--- src/hdl/hpe_pkg.sv ---
// Shared types, constants and arithmetic helpers for the hash table probe engine.
// Holds the microcode table of the sequencer. Depends on nothing.
package hpe_pkg;

  // Field widths of the request, response and configuration channels.
  localparam int unsigned OP_W     = 2;
  localparam int unsigned KEY_W    = 32;
  localparam int unsigned VAL_W    = 32;
  localparam int unsigned STATUS_W = 3;
  localparam int unsigned SIZE_W   = 11;

  // Lower table size limit and reset value.
  localparam int unsigned SIZE_MIN = 2;
  localparam int unsigned SIZE_RST = 263;

  // The remainder unit retires two dividend bits per cycle.
  localparam int unsigned DIV_STEPS = KEY_W / 2;
  localparam int unsigned DCNT_W    = $clog2(DIV_STEPS);

  typedef enum logic [OP_W-1:0] {
    OP_INSERT = 2'd0,
    OP_ERASE  = 2'd1,
    OP_FIND   = 2'd2
  } op_e;

  typedef enum logic [STATUS_W-1:0] {
    ST_INSERTED  = 3'd0,
    ST_DUPLICATE = 3'd1,
    ST_FULL      = 3'd2,
    ST_FOUND     = 3'd3,
    ST_NOT_FOUND = 3'd4,
    ST_ERASED    = 3'd5
  } status_e;

  // Microprogram step addresses.
  typedef enum logic [2:0] {
    U_CLEAR = 3'd0,
    U_IDLE  = 3'd1,
    U_DIV   = 3'd2,
    U_ISSUE = 3'd3,
    U_EVAL  = 3'd4,
    U_EMIT  = 3'd5
  } upc_e;

  // Jump conditions tested by each step.
  typedef enum logic [2:0] {
    C_ALWAYS     = 3'd0,
    C_CLR_LAST   = 3'd1,
    C_IN_FIRE    = 3'd2,
    C_DIV_DONE   = 3'd3,
    C_PROBE_STOP = 3'd4,
    C_OUT_FREE   = 3'd5
  } cond_e;

  // One control word of the microprogram.
  typedef struct packed {
    logic  clr_en;    // write an empty entry at the clear counter
    logic  accept;    // request channel ready
    logic  div_run;   // remainder unit running, probe registers start over
    logic  issue;     // read the slot memory at the next probe position
    logic  eval;      // judge the slot just read, maybe write it back
    logic  emit;      // move the result into the response register
    cond_e cond;
    upc_e  on_true;
    upc_e  on_false;
  } ctrl_word_t;

  // Reduce a value known to be below 2*n into the range [0, n).
  function automatic logic [SIZE_W-1:0] reduce_once(input logic [SIZE_W:0]   r,
                                                    input logic [SIZE_W-1:0] n);
    logic [SIZE_W:0] n_ext;
    n_ext = {1'b0, n};
    if (r >= n_ext) begin
      reduce_once = SIZE_W'(r - n_ext);
    end else begin
      reduce_once = SIZE_W'(r);
    end
  endfunction

  // Sum of two residues modulo n.
  function automatic logic [SIZE_W-1:0] mod_add(input logic [SIZE_W-1:0] a,
                                                input logic [SIZE_W-1:0] b,
                                                input logic [SIZE_W-1:0] n);
    mod_add = reduce_once({1'b0, a} + {1'b0, b}, n);
  endfunction

  // Microprogram read-only table.
  function automatic ctrl_word_t ucode(input upc_e pc);
    ctrl_word_t w;
    w = '{clr_en: 1'b0, accept: 1'b0, div_run: 1'b0, issue: 1'b0, eval: 1'b0,
          emit: 1'b0, cond: C_ALWAYS, on_true: U_IDLE, on_false: U_IDLE};
    unique case (pc)
      U_CLEAR: begin
        w.clr_en   = 1'b1;
        w.cond     = C_CLR_LAST;
        w.on_true  = U_IDLE;
        w.on_false = U_CLEAR;
      end
      U_IDLE: begin
        w.accept   = 1'b1;
        w.cond     = C_IN_FIRE;
        w.on_true  = U_DIV;
        w.on_false = U_IDLE;
      end
      U_DIV: begin
        w.div_run  = 1'b1;
        w.cond     = C_DIV_DONE;
        w.on_true  = U_ISSUE;
        w.on_false = U_DIV;
      end
      U_ISSUE: begin
        w.issue    = 1'b1;
        w.cond     = C_ALWAYS;
        w.on_true  = U_EVAL;
        w.on_false = U_EVAL;
      end
      U_EVAL: begin
        w.eval     = 1'b1;
        w.cond     = C_PROBE_STOP;
        w.on_true  = U_EMIT;
        w.on_false = U_ISSUE;
      end
      U_EMIT: begin
        w.emit     = 1'b1;
        w.cond     = C_OUT_FREE;
        w.on_true  = U_IDLE;
        w.on_false = U_EMIT;
      end
      default: begin
        w.cond     = C_ALWAYS;
        w.on_true  = U_IDLE;
        w.on_false = U_IDLE;
      end
    endcase
    ucode = w;
  endfunction

endpackage

--- src/hdl/hpe_urem.sv ---
// Iterative remainder unit: 32-bit key modulo the table size, two bits per cycle.
// Depends on hpe_pkg for widths and the conditional-subtract helper.
module hpe_urem (
  input  logic                      clk_i,
  input  logic                      rst_ni,
  input  logic                      start_i,
  input  logic [hpe_pkg::KEY_W-1:0]  dividend_i,
  input  logic [hpe_pkg::SIZE_W-1:0] divisor_i,
  output logic                      busy_o,
  output logic [hpe_pkg::SIZE_W-1:0] rem_o
);
  import hpe_pkg::*;

  logic              busy_q;
  logic [DCNT_W-1:0] cnt_q;
  logic [KEY_W-1:0]  quo_q;
  logic [SIZE_W-1:0] rem_q;
  logic [SIZE_W-1:0] rem_one;
  logic [SIZE_W-1:0] rem_two;

  // Two restoring steps: shift in a dividend bit, subtract the divisor if it fits.
  always_comb begin
    rem_one = reduce_once({rem_q, quo_q[KEY_W-1]}, divisor_i);
    rem_two = reduce_once({rem_one, quo_q[KEY_W-2]}, divisor_i);
  end

  // Step counter and busy flag.
  always_ff @(posedge clk_i or negedge rst_ni) begin
    if (!rst_ni) begin
      busy_q <= 1'b0;
      cnt_q  <= '0;
    end else if (start_i) begin
      busy_q <= 1'b1;
      cnt_q  <= '0;
    end else if (busy_q) begin
      cnt_q <= cnt_q + DCNT_W'(1);
      if (cnt_q == DCNT_W'(DIV_STEPS - 1)) begin
        busy_q <= 1'b0;
      end
    end
  end

  // Dividend shift register and partial remainder.
  always_ff @(posedge clk_i) begin
    if (start_i) begin
      quo_q <= dividend_i;
      rem_q <= '0;
    end else if (busy_q) begin
      quo_q <= quo_q << 2;
      rem_q <= rem_two;
    end
  end

  assign busy_o = busy_q;
  assign rem_o  = rem_q;

endmodule

--- config.mk ---
export PLATFORM = sky130hd
export DESIGN_NAME = hpe_urem
export DESIGN_NICKNAME = d
export VERILOG_FILES = /design/src/hdl/hpe_pkg.sv /design/src/hdl/hpe_urem.sv
export SDC_FILE = /design/constraint.sdc
export NUM_CORES = 1
export LEC_CHECK = 0
export BUFFER_PORTS_ARGS = -buffer_cell sky130_fd_sc_hd__buf_2
export CORE_ASPECT_RATIO = 0.9
export CORE_UTILIZATION = 50
export CTS_BUF_LIST = sky130_fd_sc_hd__clkbuf_2
export DETAILED_ROUTE_END_ITERATION = 10
export PLACE_DENSITY = 0.73
export SLEW_MARGIN = 20
export SYNTH_ARGS = -nofsm -noshare
export SYNTH_HDL_FRONTEND = slang
export SYNTH_SLANG_ARGS = --single-unit
--- constraint.sdc ---
create_clock -name clk_i -period 7.4 [get_ports clk_i]
set_input_delay 0.74 -clock clk_i [delete_from_list [all_inputs] [get_ports clk_i]]
set_output_delay 0.74 -clock clk_i [all_outputs]
set_load 0.01 [all_outputs]
==> results of run 1 <==
## power breakdown
part	internal, mW	total, mW	switching [mW]
clock network	0.0235	0.113	0.0893
registers	0.332	0.363	0.0306
logic	0.393	0.844	0.451
total	0.749	1.32	0.571
## final cells by class
class                      count  area (sq um)  area share [%]
multi-input combinational    221          1836           49.95
clock buffer                   5         25.02          0.6810
inverter                      21         78.83           2.145
sequential                    48          1306           35.55
clock inverter                 3         17.52          0.4767
tap                           87         108.9           2.962
timing repair buffer          59         302.8           8.240
## cell usage after synthesis (2+ instances only)
| library cell | number | area, sq um |
|---|---|---|
| sky130_fd_sc_hd__buf_1 | 3 | 11.26 |
| sky130_fd_sc_hd__ha_1 | 23 | 287.8 |
| sky130_fd_sc_hd__dfrtp_1 | 5 | 125.1 |
| sky130_fd_sc_hd__o21ai_0 | 5 | 25.02 |
| sky130_fd_sc_hd__o31ai_1 | 2 | 15.01 |
| sky130_fd_sc_hd__or3_1 | 2 | 12.51 |
| sky130_fd_sc_hd__buf_6 | 3 | 33.78 |
| sky130_fd_sc_hd__o21a_1 | 5 | 37.54 |
| sky130_fd_sc_hd__a211oi_1 | 4 | 30.03 |
| sky130_fd_sc_hd__mux2i_1 | 12 | 120.1 |
| sky130_fd_sc_hd__nor2_1 | 15 | 56.30 |
| sky130_fd_sc_hd__nor2_2 | 3 | 18.77 |
| sky130_fd_sc_hd__inv_1 | 20 | 75.07 |
| sky130_fd_sc_hd__a21boi_0 | 3 | 22.52 |
| sky130_fd_sc_hd__nand3_1 | 4 | 20.02 |
| sky130_fd_sc_hd__clkbuf_1 | 3 | 11.26 |
| sky130_fd_sc_hd__a21o_1 | 8 | 60.06 |
| sky130_fd_sc_hd__nand4_1 | 4 | 25.02 |
| sky130_fd_sc_hd__xor2_1 | 5 | 43.79 |
| sky130_fd_sc_hd__fa_1 | 2 | 40.04 |
| sky130_fd_sc_hd__mux2_2 | 36 | 405.4 |
| sky130_fd_sc_hd__nand2b_1 | 3 | 18.77 |
| sky130_fd_sc_hd__and3_1 | 2 | 12.51 |
| sky130_fd_sc_hd__o211ai_1 | 7 | 52.55 |
| sky130_fd_sc_hd__dfxtp_1 | 11 | 220.2 |
| sky130_fd_sc_hd__a21oi_1 | 8 | 40.04 |
| sky130_fd_sc_hd__nor2b_1 | 3 | 18.77 |
| sky130_fd_sc_hd__and2_1 | 4 | 25.02 |
| sky130_fd_sc_hd__nand2_1 | 15 | 56.30 |
| sky130_fd_sc_hd__o21ai_1 | 7 | 35.03 |
| sky130_fd_sc_hd__edfxtp_1 | 32 | 960.9 |
| sky130_fd_sc_hd__xnor2_1 | 9 | 78.83 |
| sky130_fd_sc_hd__nor3_1 | 7 | 35.03 |
| sky130_fd_sc_hd__o31ai_2 | 2 | 25.02 |
## per-stage QoR
step	setup WS, ps	instance area [sq um]	total power, mW	utilization (%)
4_1_cts	2986	3665	1.318	58.64
3_3_place_gp	2652	3622	1.191	57.96
2_1_floorplan	3031	3297	1.075	-
3_5_place_dp	2512	3622	1.204	57.96
5_1_grt	2678	3675	1.427	58.80
6_report	2968	3675	1.320	58.80
## critical path, delay by kind of cell, from the launching register on
kind / cells / cell delay [ps]
AO/OA/AOI/OAI: 7 / 1780
adder cells (fa/ha/maj): 3 / 1050
buffers and inverters: 1 / 50
flip-flops: 1 / 390
multiplexers: 1 / 360
AND/OR/NAND/NOR: 4 / 710
## logic make-up (layout without fill, tap and decap cells)
kind of cell	after synthesis	after routing	share of synthesized area (%)
AO/OA/AOI/OAI	65	65	14.88
buffers and inverters	32	88	4.705
flip-flops	48	48	39.62
XOR/XNOR	14	14	3.719
adder cells (fa/ha/maj)	25	25	9.943
multiplexers	49	49	16.39
AND/OR/NAND/NOR	68	68	10.74
## registers in the layout (all words and copies together) (netlist names)
register,count
quo_q,32
rem_o,11
cnt_q,4
busy_o,1
## path summary, 6_finish.rpt
path                            slack (ps)       from   endpoint  depth (start not counted)
worst max-delay path                  2970  quo_q[31]  rem_o[10]                         16
worst min-delay path                   520   rem_o[8]   rem_o[8]                          2
worst max register to register        2970  quo_q[31]  rem_o[10]                         16
worst min register to register         520   rem_o[8]   rem_o[8]                          2
max in group asynchronous             6700     rst_ni   cnt_q[3]                          2
min in group asynchronous              580     rst_ni   cnt_q[2]                          2
## what timing repair did
item,4_1_cts,5_1_grt
hold buffers,0,1
buffers inserted,0,0
hold endpoints to repair,0,5
## metal layers
metal | part of all wire [%] | up-vias | global-route usage (%)
li1 | - | 1236 | -
met1 | 50 | 1111 | 28.37
met2 | 45 | 51 | 31.41
met3 | 4.2 | 5 | 4.366
met4 | 0.90 | 0 | 4.918
met5 | 0 | - | 0
==> results by stage, run 1 <==
Outcome:
- The run finished with clean final reports.

Finish:
- The leading cell type in the layout, fill and taps excluded is sky130_fd_sc_hd__buf_2.
- Leaving out fill and tap cells, the most frequent cells in the layout are 57 x sky130_fd_sc_hd__buf_2, 36 x sky130_fd_sc_hd__mux2_2, 32 x sky130_fd_sc_hd__edfxtp_1.
- The repair_antennas step left the layout with diodes totalling 0.
- Relative to the synthesized area, the layout overhead comes to 11.46%.
- In the final layout, the share of cells above drive strength 1 is ~32%.
- The non-filler instance count after layout is ~440.
- The layout net count is roughly 430.
- After filler insertion, the fill cell instance count of the layout stands at 539.

Worst setup path:
- For the worst setup path, the data required time is ~7700 ps.
- The longest individual stage delay on the worst path is between 400 and 500 ps.
- The slowest stage of the critical path belongs to the cell sky130_fd_sc_hd__fa_1.
- Walking the worst path, the cells encountered are inv_1 -> ha_1 -> fa_1 -> nand2b_1 -> a21o_1 -> a2111oi_4 -> nor2_2 -> mux2_4 -> fa_1 -> nand2b_1 -> a211oi_1 -> nor3_1 -> o21a_1 -> o211ai_2 -> a21boi_0 -> o31ai_2.
- The largest fanout on the critical path is 14.
- The type of destination of the critical path is a register.
- The setup path with the least slack is of type register to register.
- The worst setup path is launched from a register.
- For the worst setup path, the data arrival time is ~4800 ps.

Placed design:
- The HPWL after detailed placement is between 5000 and 6000 um.
- The count of buffers added on input and output ports is between 50 and 60.
- The number of placed instances, taps included, is roughly 440.
- Routability-driven placement finished with a final weighted congestion of slightly above 0.8.

Floorplanning:
- The core region area is around 6200 sq um.
- In this run the core area contains 27 standard-cell rows.
- The die width is 87.60 um.
- Once the floorplan was initialized, standard cells occupied 52.75% of the core.
- For this design the top-level I/O count stands at between 50 and 60.
- The die is 79.04 um tall.
- The die covers 6923 sq um.

Timing:
- For the final database, setup skew stands at 33.82 ps.
- The hold violation count in the final report came to 0.
- The tightest slew margin relative to the limit is around 47%.
- Setup repair after global routing left no endpoint under its margin.
- The total negative slack for setup checks is 0 ps.
- The worst hold slack across all endpoints is about 520 ps.
- The number of slew-limit violations in the final report is 0.
- The final period utilization is roughly 60%.
- The minimum clock period is between 4000 and 5000 ps.
- For the pin with the worst max-slew slack, the measured transition is just under 800 ps.
- The top achievable clock speed is around 230 MHz.
- The final setup violation count is 0.

Clocking:
- The clock insertion delay at the later pin of the skew report is 440 ps.
- The buffer depth of the longest clock path is 2.
- The clock slew at the register clock pins of the worst setup and hold paths is between 200 and 300 ps.
- TritonCTS created 5 clock buffers.
- The post-cts resize count is 0.
- Counting every sink on the clock net gives 48.
- TritonCTS built the clock tree.
- The tree is rooted in a sky130_fd_sc_hd__clkbuf_2.
- The number of levels the H-tree was split into is 2.

Global routing:
- The global-route usage over all layers is between 20% and 30%.
- The largest net degree at the start of global routing is 41.
- The number of global-route vias before repair is between 2000 and 2500.
- The first global-routing pass estimated ~11000 um of wire.
- The number of antenna violations at the first check in global routing is 0.
- The remaining global-route overflow is 0.

Routing:
- The routed length per placed instance is 14.77 um.
- For this block, the via count after detailed routing is approximately 2400.
- The detail route stage leaves a number of antenna-violating nets equal to 0.
- The first-pass detailed-route iteration total is 4.
- For this run, design rule violations remaining after detail routing come to 0.
- For this block, the initial DRC count from the detailed router was 80.
- The vias per cell is between 5 and 6.
- The routed wire length is 6559 um.

Pwr:
- The worst-case vdd ir drop is between 0.15 and 0.2 mV.
- The leakage component of the power is approximately 1.7 nW.
- The power per cell area is around 360 nW/um^2.

Yosys:
- Synthesis inferred 48 register bits.
- The synthesized area per cell is approximately 11 sq um.
- The total number of yosys warnings is 0.
- The post-synth design cell area is ~3300 sq um.
- In the synthesized netlist, the number of instances is approximately 300.
- After synthesis, the netlist uses 58 different library cells.
- The share of synthesized area occupied by flip-flops and latches is about two fifths.
- After synthesis, the share of flip-flops with an asynchronous set or reset is a little over a tenth.
- In the synthesized netlist the dominant register cell turns out to be sky130_fd_sc_hd__edfxtp_1.
- The net count after synthesis is 372.
- The synthesized design contains 32 enable-type register cells.

Run:
- The tool flagged a number of max-cap violations equal to 0.

Worst hold path:
- The worst min-delay path class is register to register.
Note: power is estimated with default switching activity, not from simulation.
==> inputs of run 2 (changes only) <==
Settings changed: PLACE_DENSITY 0.73 to 0.75.
Clock period 7.4 ns to 3.88 ns, I/O delays scaled along.
==> run 2 against run 1 <==
  * The flow now finishes with violations (setup timing)
  * Cell count increased by 12%
  * Core utilization rose by 10 points
  * Clock power grew 89%
  * Die area is the same
  * Sequential share of layout area is 5.2 points lower
  * Maximum frequency grew 13%
  * Combinational power increased to 2.9 times the previous value
  * Critical endpoint is now rem_o[8]
  * Largest power group unchanged
  * Highest routed layer unchanged
==> results by stage, run 2 (synthesis gave the netlist of run 1 again) <==
Routing:
- The top layer used by detailed routing is met4.
- The number of design rule violations left after detail routing is 0.
- The via total after detailed routing is 2724.
- The vias per cell is 5.492.
- The amount of wire on met3 after detailed routing is approximately 380 um.
- In the final routing, the length of wire on met1 measures between 3000 and 4000 um.
- The first routing iteration left roughly 160 violations.
- The met2 wire length is 3948 um.
- Once detail routing completed, the nets flagged for antenna violations numbered 0.
- The routed length per placed instance is roughly 16 um.
- The first detailed-routing pass took 4 iterations.
- The routed wire length is roughly 7900 um.

Global routing:
- The number of antenna violations at the first check in global routing is 0.
- Entering global routing, the biggest net connects 41 pins.
- The number of global-route vias before repair is 2657.
- The first-pass GRT wire length is about 12000 um.
- The total overflow left after global routing is 0.
- The global-route usage over all layers is a little under a quarter.

Worst hold path:
- The worst hold path passes through 2 cells.
- The launch point of the worst hold path is dividend_i[1].
- The min-delay analysis places its worst path in the category primary input to register.
- For hold timing, the worst endpoint is quo_q[1].

Timing:
- The total negative slack for setup checks is -63.29 ps.
- The actual slew at the worst max-slew pin is slightly below 800 ps.
- Setup violations remaining at the end of the flow were counted as 6.
- The minimum clock period is about 4000 ps.
- Setup repair after global routing could not meet its margin everywhere.
- The slack of the critical path is -27.84 ps.
- The tightest slew margin relative to the limit is between 40 and 50%.
- Derived from the worst setup path, the maximum achievable clock frequency is approximately 260 MHz.
- The final critical path takes up 100.7% of the cycle.
- The hold violation count in the final report is 0.
- Hold timing on the final database bottoms out at a slack of between 200 and 250 ps.
- The number of slew-limit violations in the final report is 0.
- The largest clock skew in the final design is between 15 and 20 ps.

Clocking:
- The later pin in the worst-skew pair is clocked with a latency of about 420 ps.
- Clock-pin slew was measured on the worst setup and hold paths at between 200 and 300 ps.
- The number of sinks on the clock net is 48.
- The longest clock path from root to sink contains 2 buffers.
- The number of levels the H-tree was split into is 2.
- The cell at the root of the clock tree is sky130_fd_sc_hd__clkbuf_2.
- In this run, CTS created clock tree buffers numbering 5.
- TritonCTS built the clock tree.

Finish:
- The leading cell type in the layout, fill and taps excluded is sky130_fd_sc_hd__buf_2.
- The total area of multi-input combinational cells is a little over 2000 sq um.
- 0 antenna diodes ended up in the layout.
- The finished cells cover approximately 4300 sq um.
- Registers take between 1000 and 1500 sq um.
- Once layout is complete, the utilization of the core stands at 68.95%.
- The layout net count is approximately 480.
- The register with the most flip-flops in the layout has 32 of them.
- Leaving out fill and tap cells, the most frequent cells in the layout are 57 x sky130_fd_sc_hd__buf_2, 50 x sky130_fd_sc_hd__buf_4, 34 x sky130_fd_sc_hd__mux2_2.
- Counting flops per register, the top entry is quo_q.
- Of the cells placed in the final design, the portion with a size suffix greater than 1 is between 40 and 50%.
- The area growth from synthesis to layout is 30.70%.
- The number of fill cells in the layout is 461.

Floorplanning:
- The floorplan die height is between 70 and 80 um.
- The die covers about 6900 sq um.
- For this configuration, the core starts out at a cell density of between 50% and 60%.
- The die is slightly below 90 um wide.
- The number of primary I/O pins is 58.
- Row generation in the floorplan step produced 27 rows.
- The core region area is around 6200 sq um.

Placed design:
- The HPWL after detailed placement is approximately 5700 um.
- At the end of routability-driven placement, the weighted congestion stood at a little over 0.9.
- The count of port buffers added during placement is 57.
- The cell area after placement is approximately 4000 sq um.

Worst setup path:
- The endpoint identified for the worst register-to-register timing path is rem_o[8].
- The register-to-register setup slack is -30 ps.
- In this run the worst path has a maximum fanout of 8.
- The data required time at the worst endpoint is 4210 ps.
- For the worst flop-to-flop path, the logic depth is 16.
- The startpoint of the worst register-to-register path is quo_q[31].
- The data arrival at the endpoint of the critical path is 4230 ps.
- The startpoint class of the critical path is a register.
- STA classifies the critical path endpoint as a register.
- The critical path start-end classification is register to register.

Pwr:
- The worst-case vdd ir drop is 0.4236 mV.
- The power per cell area is slightly below 800 nW/um^2.
- The design draws 3.385 mW.
- Summed over all cells, the static leakage comes to roughly 1.9 nW.

Outcome:
- The final reports fail on setup timing.
- The flow ran to the end, but the final reports show violations.

Run:
- The tool flagged a number of max-cap violations equal to 0.
[run 2: cell count changes in the layout (fill, tap and decap cells not counted), sizes merged]
cell,change
o211ai,+1
inv,-1
buf,+51
clkbuf,+1
[run 2: worst max-delay path by stage]
stage | endpoint | start | slack [ps] | depth (start not counted)
global placement | rem_o[10] | divisor_i[0] | -200 | 17
floorplan | rem_o[6] | divisor_i[0] | -20 | 17
finish | rem_o[8] | quo_q[31] | -30 | 16
global route | rem_o[8] | quo_q[31] | -230 | 16
detailed placement | rem_o[10] | divisor_i[0] | -290 | 17
CTS | rem_o[8] | quo_q[31] | -90 | 16
[run 2: per-layer routing]
metal  track usage (%)  vias up
met5                 0        -
met4             5.410        0
met1             30.44     1295
met2             37.50       77
met3             4.158       10
li1                  -     1342
[run 2: layout make-up]
cell class	count	share of cell area (%)
Multi-Input combinational cell	222	48.26
Timing Repair Buffer	110	16.09
Clock buffer	6	0.6969
Tap cell	87	2.526
Inverter	21	1.829
Clock inverter	2	0.2904
Sequential cell	48	30.31
[run 2: through the flow]
step | cells | setup WS [ps]
5_1_grt | 496 | -228.9
3_5_place_dp | 481 | -285.1
4_1_cts | 493 | -91.79
2_1_floorplan | 301 | -23.75
3_3_place_gp | 481 | -203.4
6_report | 496 | -27.84
[run 2: where the power goes]
group | switching, mW | internal, mW
clock network | 0.167 | 0.0474
logic | 1.21 | 1.27
registers | 0.0523 | 0.634
total | 1.43 | 1.95
[run 2: repair_timing]
item / 4_1_cts / 5_1_grt
resized for setup: 12 / 26
setup endpoints to repair: 11 / 11
cloned: 1 / 0
buffers inserted: 2 / 3
pin swaps: 6 / 12
hold buffers: 1 / 0
hold endpoints to repair: 5 / 0
[run 2: worst max-delay path, stage by stage (launching register included)]
cell and delay (ps):
sky130_fd_sc_hd__edfxtp_1 410, sky130_fd_sc_hd__inv_2 60, sky130_fd_sc_hd__ha_4 160, sky130_fd_sc_hd__fa_2 340
sky130_fd_sc_hd__nand2b_4 150, sky130_fd_sc_hd__a21o_1 200, sky130_fd_sc_hd__a2111oi_4 370, sky130_fd_sc_hd__nor2_4 130
sky130_fd_sc_hd__mux2_4 350, sky130_fd_sc_hd__fa_2 370, sky130_fd_sc_hd__nand2b_4 170, sky130_fd_sc_hd__a211oi_4 220
sky130_fd_sc_hd__nor3_2 80, sky130_fd_sc_hd__o21a_2 250, sky130_fd_sc_hd__o211ai_4 180, sky130_fd_sc_hd__mux2i_2 290
sky130_fd_sc_hd__o21ai_1 80
